## config.mk

```make
export PLATFORM = sky130hd
export DESIGN_NAME = top_k_score_selector_unit
export DESIGN_NICKNAME = d
export VERILOG_FILES = /design/src/sv/tks_pkg.sv /design/src/sv/tks_cell.sv /design/src/sv/tks_scan.sv /design/src/sv/top_k_score_selector_unit.sv
export SDC_FILE = /design/constraint.sdc
export NUM_CORES = 2
export LEC_CHECK = 0
export BUFFER_PORTS_ARGS = -buffer_cell sky130_fd_sc_hd__buf_2
export CAP_MARGIN = 20
export CORE_MARGIN = 1.5
export CORE_UTILIZATION = 65
export DETAILED_ROUTE_END_ITERATION = 10
export GPL_TIMING_DRIVEN = 0
export PLACE_DENSITY = 0.81
export RECOVER_POWER = 25
export SLEW_MARGIN = 30
export SYNTH_ARGS = -nofsm -noshare
export SYNTH_HDL_FRONTEND = slang
export SYNTH_SLANG_ARGS = --single-unit
```

## constraint.sdc

```tcl
create_clock -name clk_i -period 14.12 [get_ports clk_i]
set_input_delay 0.706 -clock clk_i [delete_from_list [all_inputs] [get_ports clk_i]]
set_output_delay 0.706 -clock clk_i [all_outputs]
set_load 0.01 [all_outputs]
```

## src/sv/tks_pkg.sv

```systemverilog
// ----------------------------------------------------------------------------
// tks_pkg
// Shared widths, codes and types of the top-k score selector.
// ----------------------------------------------------------------------------
package tks_pkg;

  localparam int unsigned SCORE_W    = 11;
  localparam int unsigned STAMP_W    = 16;
  localparam int unsigned KEEP_W     = 7;
  localparam int unsigned MAPQ_W     = 8;
  localparam int unsigned MEDQ_W     = 7;
  localparam int unsigned IN_ID_W    = 32;
  localparam int unsigned OUT_ID_W   = 32;
  localparam int unsigned TOTAL_W    = 7;
  localparam int unsigned S_TDATA_W  = 48;
  localparam int unsigned M_TDATA_W  = 56;
  localparam int unsigned M_TUSER_W  = 2;
  localparam int unsigned CFG_ADDR_W = 1;
  localparam int unsigned CFG_DATA_W = 7;

  localparam logic [SCORE_W-1:0]    TOP_SCORE  = 11'd1147;
  localparam logic [KEEP_W-1:0]     KEEP_RESET = 7'd64;

  localparam logic [CFG_ADDR_W-1:0] REG_KEEP_COUNT = 1'b0;
  localparam logic [CFG_ADDR_W-1:0] REG_USE_MAPQ   = 1'b1;

  localparam logic OP_OFFER = 1'b0;
  localparam logic OP_DRAIN = 1'b1;

  typedef enum logic [4:0] {
    ST_IDLE    = 5'b00001,
    ST_DECIDE  = 5'b00010,
    ST_SCAN    = 5'b00100,
    ST_REPLACE = 5'b01000,
    ST_DRAIN   = 5'b10000
  } tks_state_e;

  typedef struct packed {
    logic en;
    logic first;
    logic in_range;
  } scan_ctl_t;

endpackage

```

## src/sv/tks_cell.sv

```systemverilog
// ----------------------------------------------------------------------------
// tks_cell
// One slot of the ring: holds score, id and stamp; loads from its neighbor
// on a shift or from the write bus on a write.
// ----------------------------------------------------------------------------
module tks_cell import tks_pkg::*; #(
  parameter int unsigned ID_BITS = 32
) (
  input  logic               clk_i,
  input  logic               shift_en_i,
  input  logic               wr_en_i,
  input  logic [SCORE_W-1:0] nb_score_i,
  input  logic [ID_BITS-1:0] nb_id_i,
  input  logic [STAMP_W-1:0] nb_stamp_i,
  input  logic [SCORE_W-1:0] wr_score_i,
  input  logic [ID_BITS-1:0] wr_id_i,
  input  logic [STAMP_W-1:0] wr_stamp_i,
  output logic [SCORE_W-1:0] score_o,
  output logic [ID_BITS-1:0] id_o,
  output logic [STAMP_W-1:0] stamp_o
);

  logic [SCORE_W-1:0] score_q;
  logic [ID_BITS-1:0] id_q;
  logic [STAMP_W-1:0] stamp_q;

  always_ff @(posedge clk_i) begin
    if (wr_en_i) begin
      score_q <= wr_score_i;
      id_q    <= wr_id_i;
      stamp_q <= wr_stamp_i;
    end else if (shift_en_i) begin
      score_q <= nb_score_i;
      id_q    <= nb_id_i;
      stamp_q <= nb_stamp_i;
    end
  end

  assign score_o = score_q;
  assign id_o    = id_q;
  assign stamp_o = stamp_q;

endmodule

```

## src/sv/tks_scan.sv

```systemverilog
// ----------------------------------------------------------------------------
// tks_scan
// Victim search at the head of the ring: one slot per cycle while enabled, finds
// the most recent entry at the lowest score, whether the lowest score repeats,
// and the smallest score above it.
// ----------------------------------------------------------------------------
module tks_scan import tks_pkg::*; #(
  parameter int unsigned MAX_KEEP = 64,
  parameter int unsigned ID_BITS  = 32,
  localparam int unsigned IDX_W   = (MAX_KEEP > 1) ? $clog2(MAX_KEEP) : 1
) (
  input  logic               clk_i,
  input  logic               rst_ni,
  input  scan_ctl_t          ctl_i,
  input  logic [IDX_W-1:0]   slot_i,
  input  logic [SCORE_W-1:0] score_i,
  input  logic [ID_BITS-1:0] id_i,
  input  logic [STAMP_W-1:0] stamp_i,
  input  logic [SCORE_W-1:0] lowest_i,
  input  logic [STAMP_W-1:0] ctr_i,
  output logic               found_o,
  output logic               dup_o,
  output logic [IDX_W-1:0]   best_idx_o,
  output logic [ID_BITS-1:0] best_id_o,
  output logic [SCORE_W-1:0] best_score_o,
  output logic [SCORE_W-1:0] second_o
);

  logic               found_q, found_d;
  logic               dup_q, dup_d;
  logic [SCORE_W-1:0] second_q, second_d;
  logic [IDX_W-1:0]   best_idx_q;
  logic [STAMP_W-1:0] best_age_q;
  logic [ID_BITS-1:0] best_id_q;
  logic [SCORE_W-1:0] best_score_q;

  logic               found_c, dup_c, at_low, take;
  logic [SCORE_W-1:0] sec_c;
  logic [STAMP_W-1:0] age;

  always_comb begin
    found_c  = ctl_i.first ? 1'b0 : found_q;
    dup_c    = ctl_i.first ? 1'b0 : dup_q;
    sec_c    = ctl_i.first ? TOP_SCORE : second_q;
    age      = ctr_i - stamp_i;
    at_low   = ctl_i.in_range && (score_i == lowest_i);
    take     = at_low && (!found_c || (age < best_age_q));
    found_d  = found_c | at_low;
    dup_d    = dup_c | (at_low & found_c);
    second_d = (ctl_i.in_range && !at_low && (score_i < sec_c)) ? score_i : sec_c;
  end

  always_ff @(posedge clk_i or negedge rst_ni) begin
    if (!rst_ni) begin
      found_q <= 1'b0;
      dup_q   <= 1'b0;
    end else if (ctl_i.en) begin
      found_q <= found_d;
      dup_q   <= dup_d;
    end
  end

  always_ff @(posedge clk_i) begin
    if (ctl_i.en) begin
      second_q <= second_d;
      if (take) begin
        best_idx_q   <= slot_i;
        best_age_q   <= age;
        best_id_q    <= id_i;
        best_score_q <= score_i;
      end
    end
  end

  assign found_o      = found_q;
  assign dup_o        = dup_q;
  assign best_idx_o   = best_idx_q;
  assign best_id_o    = best_id_q;
  assign best_score_o = best_score_q;
  assign second_o     = second_q;

endmodule

```

## src/sv/top_k_score_selector_unit.sv

```systemverilog
// ----------------------------------------------------------------------------
// top_k_score_selector_unit
// Keeps the best-scoring reads of a stream in a ring of slot cells.
// ----------------------------------------------------------------------------
// Input words (s_axis) carry either an offer (tuser = 0) or a drain (tuser = 1).
// An offer gives one output word: accepted flag, evicted id and score when an
// entry was replaced, and the kept count. A drain gives one word per kept read
// in slot order, tlast on the final one (a single empty word when nothing is
// kept), then empties the store.
// Sequence: an offer that fills a free slot or is rejected is settled in the
// decide step, which registers its result and returns to idle. An offer that
// replaces an entry passes through the scan and replace steps: the ring
// rotates once past the head comparator to find the victim. A drain emits one
// word per cycle from the rotating ring while the receiver takes them.
// Configuration (keep_count, use_mapq) is to be written through cfg_we_i while
// idle; the block does not enforce it. Reset: store empty, keep_count = 64,
// use_mapq = 0; store contents are not cleared. A new word is taken while the
// output register still holds a result; when the receiver stalls the output
// register holds and the block waits in its decide, replace or drain step.
// ----------------------------------------------------------------------------
module top_k_score_selector_unit import tks_pkg::*; #(
  parameter int unsigned MAX_KEEP = 64,
  parameter int unsigned ID_BITS  = 32
) (
  input  logic                  clk_i,
  input  logic                  rst_ni,
  input  logic                  cfg_we_i,
  input  logic [CFG_ADDR_W-1:0] cfg_addr_i,
  input  logic [CFG_DATA_W-1:0] cfg_wdata_i,
  input  logic                  s_axis_tvalid,
  output logic                  s_axis_tready,
  input  logic [S_TDATA_W-1:0]  s_axis_tdata,  // mapq, median_q, read_id
  input  logic                  s_axis_tuser,  // op
  output logic                  m_axis_tvalid,
  input  logic                  m_axis_tready,
  output logic [M_TDATA_W-1:0]  m_axis_tdata,  // out_id, out_score, kept_total
  output logic [M_TUSER_W-1:0]  m_axis_tuser,  // accepted, id_valid
  output logic                  m_axis_tlast
);

  localparam int unsigned IDX_W = (MAX_KEEP > 1) ? $clog2(MAX_KEEP) : 1;
  localparam int unsigned CNT_W = $clog2(MAX_KEEP + 1);
  localparam int unsigned KW    = (CNT_W > KEEP_W) ? CNT_W : KEEP_W;
  localparam logic [IDX_W-1:0] LAST_STEP = IDX_W'(MAX_KEEP - 1);

  tks_state_e         state_q, state_d;
  logic [IDX_W-1:0]   step_q, step_d;
  logic [CNT_W-1:0]   kept_q, kept_d;
  logic [SCORE_W-1:0] lowest_q, lowest_d;
  logic [STAMP_W-1:0] ctr_q, ctr_d;
  logic [KEEP_W-1:0]  keep_count_q;
  logic               use_mapq_q;
  logic [SCORE_W-1:0] score_q;
  logic [ID_BITS-1:0] id_q;

  logic                m_tvalid_q;
  logic                out_acc_q, out_idv_q, out_last_q;
  logic [OUT_ID_W-1:0] out_id_q;
  logic [SCORE_W-1:0]  out_score_q;
  logic [TOTAL_W-1:0]  out_total_q;

  logic                emit, e_acc, e_idv, e_last;
  logic [OUT_ID_W-1:0] e_id;
  logic [SCORE_W-1:0]  e_score;
  logic [TOTAL_W-1:0]  e_total;

  logic               in_fire, out_free, full;
  logic [MAPQ_W-1:0]  in_mapq;
  logic [MEDQ_W-1:0]  in_medq;
  logic [IN_ID_W-1:0] in_id;
  logic [SCORE_W-1:0] in_score;
  logic [KW-1:0]      keep_ext, keep_eff;

  logic               shift_en, wr_en;
  logic [IDX_W-1:0]   wr_idx;
  logic [SCORE_W-1:0] cell_score [MAX_KEEP];
  logic [ID_BITS-1:0] cell_id    [MAX_KEEP];
  logic [STAMP_W-1:0] cell_stamp [MAX_KEEP];

  scan_ctl_t          scan_ctl;
  logic               scan_found, scan_dup;
  logic [IDX_W-1:0]   best_idx;
  logic [ID_BITS-1:0] best_id;
  logic [SCORE_W-1:0] best_score, second;

  assign in_mapq  = s_axis_tdata[7:0];
  assign in_medq  = s_axis_tdata[14:8];
  assign in_id    = s_axis_tdata[46:15];
  assign in_score = SCORE_W'(in_medq) + (use_mapq_q ? {1'b0, in_mapq, 2'b00} : '0);

  assign s_axis_tready = (state_q == ST_IDLE);
  assign in_fire       = s_axis_tvalid & s_axis_tready;
  assign out_free      = !m_tvalid_q | m_axis_tready;

  always_comb begin
    keep_ext = KW'(keep_count_q);
    if (keep_ext == '0) begin
      keep_eff = KW'(1);
    end else if (keep_ext > KW'(MAX_KEEP)) begin
      keep_eff = KW'(MAX_KEEP);
    end else begin
      keep_eff = keep_ext;
    end
    full = (KW'(kept_q) >= keep_eff);
  end

  // slot ring: cell i takes cell i+1, head is cell 0
  for (genvar i = 0; i < MAX_KEEP; i++) begin : g_cell
    tks_cell #(.ID_BITS(ID_BITS)) u_cell (
      .clk_i      (clk_i),
      .shift_en_i (shift_en),
      .wr_en_i    (wr_en && (wr_idx == IDX_W'(i))),
      .nb_score_i (cell_score[(i + 1) % MAX_KEEP]),
      .nb_id_i    (cell_id[(i + 1) % MAX_KEEP]),
      .nb_stamp_i (cell_stamp[(i + 1) % MAX_KEEP]),
      .wr_score_i (score_q),
      .wr_id_i    (id_q),
      .wr_stamp_i (ctr_q),
      .score_o    (cell_score[i]),
      .id_o       (cell_id[i]),
      .stamp_o    (cell_stamp[i])
    );
  end

  tks_scan #(.MAX_KEEP(MAX_KEEP), .ID_BITS(ID_BITS)) u_scan (
    .clk_i        (clk_i),
    .rst_ni       (rst_ni),
    .ctl_i        (scan_ctl),
    .slot_i       (step_q),
    .score_i      (cell_score[0]),
    .id_i         (cell_id[0]),
    .stamp_i      (cell_stamp[0]),
    .lowest_i     (lowest_q),
    .ctr_i        (ctr_q),
    .found_o      (scan_found),
    .dup_o        (scan_dup),
    .best_idx_o   (best_idx),
    .best_id_o    (best_id),
    .best_score_o (best_score),
    .second_o     (second)
  );

  always_comb begin
    state_d  = state_q;
    step_d   = step_q;
    kept_d   = kept_q;
    lowest_d = lowest_q;
    ctr_d    = ctr_q;
    shift_en = 1'b0;
    wr_en    = 1'b0;
    wr_idx   = kept_q[IDX_W-1:0];
    scan_ctl = '0;
    emit     = 1'b0;
    e_acc    = 1'b0;
    e_idv    = 1'b0;
    e_id     = '0;
    e_score  = '0;
    e_total  = TOTAL_W'(kept_q);
    e_last   = 1'b1;
    case (state_q)
      ST_IDLE: begin
        if (in_fire) begin
          state_d = (s_axis_tuser == OP_DRAIN) ? ST_DRAIN : ST_DECIDE;
          step_d  = '0;
        end
      end
      ST_DECIDE: begin
        if (!full) begin
          if (out_free) begin
            wr_en   = 1'b1;
            kept_d  = kept_q + CNT_W'(1);
            ctr_d   = ctr_q + STAMP_W'(1);
            if (score_q < lowest_q) begin
              lowest_d = score_q;
            end
            emit    = 1'b1;
            e_acc   = 1'b1;
            e_total = TOTAL_W'(kept_d);
            state_d = ST_IDLE;
          end
        end else if (score_q > lowest_q) begin
          state_d = ST_SCAN;
          step_d  = '0;
        end else if (out_free) begin
          emit    = 1'b1;
          state_d = ST_IDLE;
        end
      end
      ST_SCAN: begin
        shift_en          = 1'b1;
        scan_ctl.en       = 1'b1;
        scan_ctl.first    = (step_q == '0);
        scan_ctl.in_range = (CNT_W'(step_q) < kept_q);
        step_d            = step_q + IDX_W'(1);
        if (step_q == LAST_STEP) begin
          step_d  = '0;
          state_d = ST_REPLACE;
        end
      end
      ST_REPLACE: begin
        if (out_free) begin
          emit    = 1'b1;
          state_d = ST_IDLE;
          if (scan_found) begin
            wr_en   = 1'b1;
            wr_idx  = best_idx;
            ctr_d   = ctr_q + STAMP_W'(1);
            if (!scan_dup) begin
              lowest_d = (score_q < second) ? score_q : second;
            end
            e_acc   = 1'b1;
            e_idv   = 1'b1;
            e_id    = OUT_ID_W'(best_id);
            e_score = best_score;
          end
        end
      end
      ST_DRAIN: begin
        if (out_free) begin
          emit    = 1'b1;
          e_total = '0;
          if (kept_q == '0) begin
            state_d = ST_IDLE;
          end else begin
            shift_en = 1'b1;
            e_idv    = 1'b1;
            e_id     = OUT_ID_W'(cell_id[0]);
            e_score  = cell_score[0];
            e_last   = (CNT_W'(step_q) == (kept_q - CNT_W'(1)));
            step_d   = step_q + IDX_W'(1);
            if (e_last) begin
              state_d = ST_IDLE;
            end
          end
          if (state_d == ST_IDLE) begin
            kept_d   = '0;
            lowest_d = TOP_SCORE;
            ctr_d    = '0;
          end
        end
      end
      default: begin
        state_d = ST_IDLE;
      end
    endcase
  end

  always_ff @(posedge clk_i or negedge rst_ni) begin
    if (!rst_ni) begin
      state_q      <= ST_IDLE;
      step_q       <= '0;
      kept_q       <= '0;
      lowest_q     <= TOP_SCORE;
      ctr_q        <= '0;
      keep_count_q <= KEEP_RESET;
      use_mapq_q   <= 1'b0;
      m_tvalid_q   <= 1'b0;
    end else begin
      state_q  <= state_d;
      step_q   <= step_d;
      kept_q   <= kept_d;
      lowest_q <= lowest_d;
      ctr_q    <= ctr_d;
      if (cfg_we_i) begin
        case (cfg_addr_i)
          REG_KEEP_COUNT: keep_count_q <= cfg_wdata_i[KEEP_W-1:0];
          REG_USE_MAPQ:   use_mapq_q   <= cfg_wdata_i[0];
          default: begin
          end
        endcase
      end
      if (emit) begin
        m_tvalid_q <= 1'b1;
      end else if (m_axis_tready) begin
        m_tvalid_q <= 1'b0;
      end
    end
  end

  always_ff @(posedge clk_i) begin
    if (in_fire) begin
      score_q <= in_score;
      id_q    <= ID_BITS'(in_id);
    end
    if (emit) begin
      out_acc_q   <= e_acc;
      out_idv_q   <= e_idv;
      out_id_q    <= e_id;
      out_score_q <= e_score;
      out_total_q <= e_total;
      out_last_q  <= e_last;
    end
  end

  assign m_axis_tvalid = m_tvalid_q;
  assign m_axis_tdata  = M_TDATA_W'({out_total_q, out_score_q, out_id_q});
  assign m_axis_tuser  = {out_idv_q, out_acc_q};
  assign m_axis_tlast  = out_last_q;

endmodule

```

# Word-level counts from Yosys, hierarchy flattened
# Index checks and enable logic that the tools add are counted.
# W data, S select, Z words.
dict set report totals {
  mem_count 0
  rom_bits 0
  out_inout_bits 61
  inputBits 62
  register_bits 4004
  word_cells 938
  ramBits 0
  latchBits 0
}
dict set report classes {
  n_addsub 6
  n_div 0
  n_lt_le_gt_ge 8
  eq_ne 85
  mul 0
  n_shift 0
  n_reduce_logical 154
  n_bitwise 8
  muxes 462
}
# operator n
set ops {}
lappend ops {{$mux W32} 132}
lappend ops {{$mux W16} 134}
lappend ops {{$mux W11} 143}
lappend ops {{$eq A6 B6 Y1 const B} 33}
lappend ops {{$reduce_bool A2 Y1} 66}
lappend ops {{$eq A6 B5 Y1 const B} 16}
lappend ops {{$logic_and A1 B1 Y1} 68}
lappend ops {{$pmux W32 S2} 1}
lappend ops {{$mux W5} 11}
lappend ops {{$mux W6} 9}
lappend ops {{$mux W7} 7}
lappend ops {{$eq A6 B4 Y1 const B} 8}
lappend ops {{$pmux W16 S3} 1}
lappend ops {{$lt A11 B11 Y1} 3}
lappend ops {{$pmux W11 S3} 1}
lappend ops {{$pmux W7 S2} 2}
lappend ops {{$pmux W5 S5} 1}
lappend ops {{$eq A6 B3 Y1 const B} 4}
lappend ops {{$pmux W6 S4} 1}
lappend ops {{$ne A2 B2 Y1 const B} 11}
lappend ops {{$pmux W11 S2} 1}
lappend ops {{$add A16 B1 Y16 const B} 1}
lappend ops {{$lt A16 B16 Y1} 1}
lappend ops {{$sub A16 B16 Y16} 1}
lappend ops {{38 further kinds} 67}

# Logic depth before layout (Yosys ltp)
dict set report depth {
  ltp_word 10
  depth_mapped 19
  ltp_nobuf 17
}

# Modules after synthesis
# Synthesis repeated with hierarchy kept, for this count alone.
dict set report unflattened {
  hier_cells 9206
  hier_area_um2 191566.2
}
# mod instances cells_each seq_area_each_um2 area_each_um2
set by_module_without_submodules {}
lappend by_module_without_submodules {tks_cell 64 126 1771.7 2795.2}
lappend by_module_without_submodules {top_k_score_selector_unit 1 807 4245.3 8536.9}
lappend by_module_without_submodules {tks_scan 1 335 2332.2 4137.7}

# Worst setup path before layout
# No wires, ideal clock.
dict set report synth_path {
  kind {register to register}
  from {register keep_count_q[6]}
  to {register g_cell[10].u_cell.id_q[0] (enable)}
  stages_incl_launch_ff 12
  path_slack_ns 6.955
  period_less_slack_ns 7.165
  setup_ns 0.558
  arrival_ns 6.607
  n_path_buf 2
  t_required_ns 13.562
  path_cell_list {dfstp_2 -> inv_1 -> nand2_1 -> ha_1 -> a211o_1 -> a31oi_1 -> o21ai_1 -> nor3_2 -> a32oi_1 -> buf_2 -> clkbuf_1 -> o21ai_0}
}
dict set report synth_via {
  elab_chain_len 8
  elab_cells_between_ends 9
  classes_between {2 x order compare; 4 x mux; 3 x reduce/logical}
}
# element line
set synth_rtl {}
lappend synth_rtl {{start: declaration} top_k_score_selector_unit.sv:51} ;# logic [KEEP_W-1:0] keep_count_q;
lappend synth_rtl {{start signal: assignment} top_k_score_selector_unit.sv:266} ;# REG_KEEP_COUNT: keep_count_q <= cfg_wdata_i[KEEP_W-1:0];
lappend synth_rtl {{$gt A7 B7 Y1} top_k_score_selector_unit.sv:99} ;# end else if (keep_ext > KW'(MAX_KEEP)) begin
lappend synth_rtl {{$mux W7} top_k_score_selector_unit.sv:99}
lappend synth_rtl {{$mux W7 (*)} top_k_score_selector_unit.sv:97} ;# if (keep_ext == '0) begin
lappend synth_rtl {{$ge A7 B7 Y1 (*)} top_k_score_selector_unit.sv:104} ;# full = (KW'(kept_q) >= keep_eff);
lappend synth_rtl {{$mux W1 (*)} top_k_score_selector_unit.sv:168} ;# if (!full) begin
lappend synth_rtl {{$pmux W1 S2 (*)} top_k_score_selector_unit.sv:160} ;# case (state_q)
lappend synth_rtl {{$logic_and A1 B1 Y1 (*)} top_k_score_selector_unit.sv:112} ;# .wr_en_i (wr_en && (wr_idx == IDX_W'(i))),
lappend synth_rtl {{$reduce_bool A2 Y1 (no source line) (*)} -}
lappend synth_rtl {{end signal: assignment} tks_cell.sv:30} ;# id_q <= wr_id_i;
lappend synth_rtl {{end signal: assignment} tks_cell.sv:34} ;# id_q <= nb_id_i;
lappend synth_rtl {{end: declaration} tks_cell.sv:24} ;# logic [ID_BITS-1:0] id_q;
# Every way passes the cells marked *; elsewhere a longest branch is shown, timed or not.
# A chain may end at the register's enable or synchronous reset.

# Worst setup path in the final report
dict set report layout_path {
  from {register keep_count_q[1]}
  to {register g_cell[15].u_cell.id_q[12] (enable)}
}
dict set report layout_via {
  elab_chain_len 8
  elab_cells_between_ends 9
  classes_between {2 x order compare; 4 x mux; 3 x reduce/logical}
}
# element line
set layout_rtl {}
lappend layout_rtl {{$gt A7 B7 Y1} top_k_score_selector_unit.sv:99}
lappend layout_rtl {{$mux W7} top_k_score_selector_unit.sv:99}
lappend layout_rtl {{$mux W7 (*)} top_k_score_selector_unit.sv:97}
lappend layout_rtl {{$ge A7 B7 Y1 (*)} top_k_score_selector_unit.sv:104}
lappend layout_rtl {{$mux W1 (*)} top_k_score_selector_unit.sv:168}
lappend layout_rtl {{$pmux W1 S2 (*)} top_k_score_selector_unit.sv:160}
lappend layout_rtl {{$logic_and A1 B1 Y1 (*)} top_k_score_selector_unit.sv:112}
lappend layout_rtl {{$reduce_bool A2 Y1 (no source line) (*)} -}
lappend layout_rtl {{end signal: assignment} tks_cell.sv:30}
lappend layout_rtl {{end signal: assignment} tks_cell.sv:34}
lappend layout_rtl {{end: declaration} tks_cell.sv:24}
# Marked as above.

==> flow_summary.json <==
{
  "whs_path_depth": 2,
  "fin_util_pct": 73.86,
  "overflow": 0,
  "ys_seq_area_share_pct": 69.48,
  "rows": 189,
  "r2r_slack_ns": 5.77,
  "finalClockSkew_ns": 0.04980,
  "hold_viol_final": 0,
  "start_kind": "flip-flop",
  "cts_buffers": 396,
  "ioPinCount": 123,
  "rsz0062_at_grt": "no",
  "synth_seq_cells": 4004,
  "critPathKind": "flip-flop to flip-flop",
  "pre_cts_ws_ns": 6.914,
  "worstSetupEndpointType": "flip-flop",
  "synth_cell_type_count": 76,
  "cp.required_ns": 14.74,
  "critical_path_arrival_ns": 8.97,
  "ant_nets": 0,
  "fin_setup_tns_ns": 0,
  "dieArea_sq_um": 268700,
  "die_width_microns": 518.4,
  "cts_max_path_buffers": 4,
  "drive_gt1_share_pct": 45.58,
  "gp_congestion": 0.9260,
  "fin_ws_ns": 5.768,
  "holdPathEnd": "score_q[2]$_DFFE_PP_",
  "seq_area_sq_um": 120000,
  "relSlewSlack_pct": -79.85,
  "slew_viol_final": 172,
  "clock_latency_ns": 0.95,
  "grt_max_degree": 52,
  "vias_per_cell": 6.386,
  "routedWlPerCell_microns": 30.70,
  "grt_pass1_vias": 93620,
  "period_needed_ns": 8.352,
  "cts_sinks": 4004,
  "synthCells": 9593,
  "worst-path-max-fanout": 20,
  "async_reset_ff_share_pct": 1.399,
  "antenna_found_initial": 49,
  "rr_worst_depth": 14,
  "reg2reg_to": "g_cell[15].u_cell.id_o[12]$_DFFE_PP_",
  "critPathLaunch": "keep_count_q[1]$_DFFE_PN0P_",
  "portBuffers": 115,
  "drc": 0,
  "cts_tree": "built",
  "tightest_slew_ns": 2.698,
  "irDropWorstVdd_mv": 0.1117,
  "initial_core_util_pct": 65.25,
  "cts-resized-gates": 0,
  "dp_hpwl_microns": 314300,
  "fin_area_sq_um": 195400,
  "synth-edff-count": 3948,
  "root_buffer": "clkbuf_16",
  "clkTransAtPathRegs_ns": 0.06,
  "status": "finished with violations",
  "postPlaceCellArea_sq_um": 183200,
  "yosysWarnings": 0,
  "fillerInstances": 14810,
  "core_sq_um": 264600,
  "cap_violations": 15,
  "violations": "capacitance limit, slew limit",
  "finalSetupViolCount": 0,
  "synth-main-ff-cell": "edfxtp_1",
  "dr.pass1.iters": 6,
  "post_cts_buffers": 0,
  "power-per-cell-area_nw_per_um2": 120.9,
  "final_common_cell": "edfxtp_1",
  "grt_pass1_wl_microns": 640800,
  "p_leak_nw": 83.51,
  "synth_area_sq_um": 172700,
  "postSynthAreaPerCell_sq_um": 18.00,
  "max_freq_ghz": 0.1197,
  "reg2reg_from": "keep_count_q[1]$_DFFE_PN0P_",
  "syn_to_final_growth_pct": 13.20,
  "fp.dieH_microns": 518.4,
  "final_cell_mix": "edfxtp_1, mux2_2, clkbuf_1",
  "wl_microns": 436900,
  "hold_path_class": "input pin to flip-flop",
  "nets": 10480,
  "post-route-period-util_pct": 59.15,
  "grtUsageTotal_pct": 32.56,
  "num_vias": 90900,
  "htreeDepth": 5,
  "hold_start": "s_axis_tdata[10]",
  "multi_input_area_sq_um": 48690,
  "dr.first_iter.drc_count": 10060
}
metrics by stage:
stage / hold WS, ns / power [mW] / cells
2_1_floorplan: 0.4104 / 13.14 / 9598
3_3_place_gp: 0.4784 / 13.16 / 13250
3_5_place_dp: 0.4791 / 13.16 / 13420
4_1_cts: 0.03022 / 23.64 / 14190
5_1_grt: 0.05874 / 24.07 / 14200
6_report: 0.07457 / 23.62 / 14230
critical path, stage by stage, from the launching register on:
cell and delay (ns):
dfrtp_1 0.40, nor3_1 0.20, a21oi_1 0.09, nor2_1 0.12, ha_1 0.25, nand2b_1 0.15, a31oi_1 0.24, o21ai_0 0.27
nor3_1 0.81, a21boi_0 0.93, clkbuf_1 0.66, o21ai_0 1.97, clkbuf_1 0.82, clkbuf_1 0.79, buf_16 0.26
cells in the mapped netlist (14+ instances only):
master / number / area [sq um]
nand3_1: 36 / 180.2
nand4_1: 14 / 87.58
mux2i_1: 16 / 160.2
a21o_1: 15 / 112.6
buf_1: 51 / 191.4
mux2_2: 3762 / 42360
clkbuf_1: 412 / 1546
nor2_2: 36 / 225.2
dfrtp_1: 47 / 1176
inv_1: 92 / 345.3
nor2b_1: 14 / 87.58
nor2_1: 80 / 300.3
nand2_1: 114 / 427.9
xor2_1: 18 / 157.7
a21oi_1: 56 / 280.3
a31oi_1: 32 / 200.2
buf_2: 314 / 1572
ha_1: 86 / 1076
a22o_1: 44 / 385.4
buf_4: 73 / 548.0
buf_6: 15 / 168.9
xnor2_1: 18 / 157.7
mux2_1: 20 / 225.2
edfxtp_1: 3948 / 118600
nor3_1: 20 / 100.1
o21ai_0: 111 / 555.5
flip-flops by register name (all words and copies together), names as in the netlist, 16 cells and up:
register / count
g_cell.u_cell.stamp_o: 1024
out_id_q: 32
id_q: 32
u_scan.best_age_q: 16
ctr_q: 16
g_cell.u_cell.id_o: 2048
g_cell.u_cell.score_o: 704
u_scan.best_id_o: 32
layout make-up:
class	count	area share, %
Sequential cell	4004	61.38
Buffer	865	1.974
Multi-Input combinational cell	4635	24.91
Tap cell	3533	2.262
Clock buffer	486	5.345
Clock inverter	242	1.270
Timing Repair Buffer	334	2.621
Antenna cell	41	0.05249
Inverter	94	0.1805
how the worst max path moves through the flow:
stage,cells past startpoint,end
5_1_grt,14,g_cell[15].u_cell.id_o[14]$_DFFE_PP_
3_5_place_dp,19,u_scan.best_id_o[17]$_DFFE_PP_
4_1_cts,19,u_scan.best_id_o[17]$_DFFE_PP_
6_report,14,g_cell[15].u_cell.id_o[12]$_DFFE_PP_
3_3_place_gp,12,g_cell[0].u_cell.id_o[11]$_DFFE_PP_
2_1_floorplan,11,g_cell[10].u_cell.id_o[0]$_DFFE_PP_
cells by family after synthesis:
family | synth area share [%]
DFF | 69.48
other | 0.002172
AOI/OAI and AO/OA | 1.344
xor gates and xnor gates | 0.1826
adders and majority gates | 0.6464
and+or+nand+nor | 1.044
muxes | 24.76
buffers and inverters | 2.536
timing repair:
action | CTS | global route
hold buffers | 42 | 0
setup endpoints to repair | 0 | 0
endpoints found under the hold margin | 96 | 0
power breakdown:
part	leakage [nW]	switching, mW	total [mW]	internal [mW]
combinational	28.6	0.0275	0.0555	0.0279
sequential	48.6	0.00431	12.9	12.9
clock	6.29	4.60	10.7	6.11
total	83.5	4.63	23.6	19.0
routing by layer:
layer  up-vias  routed length, microns  global-route usage (%)
met1     47310                  169600                   43.74
met4        16                   22340                   14.50
met2      4014                  211600                   52.48
li1      38630                       -                       -
met5         -                     111                       0
met3       933                   33330                   5.776
Power figures use the tool's default switching activity.
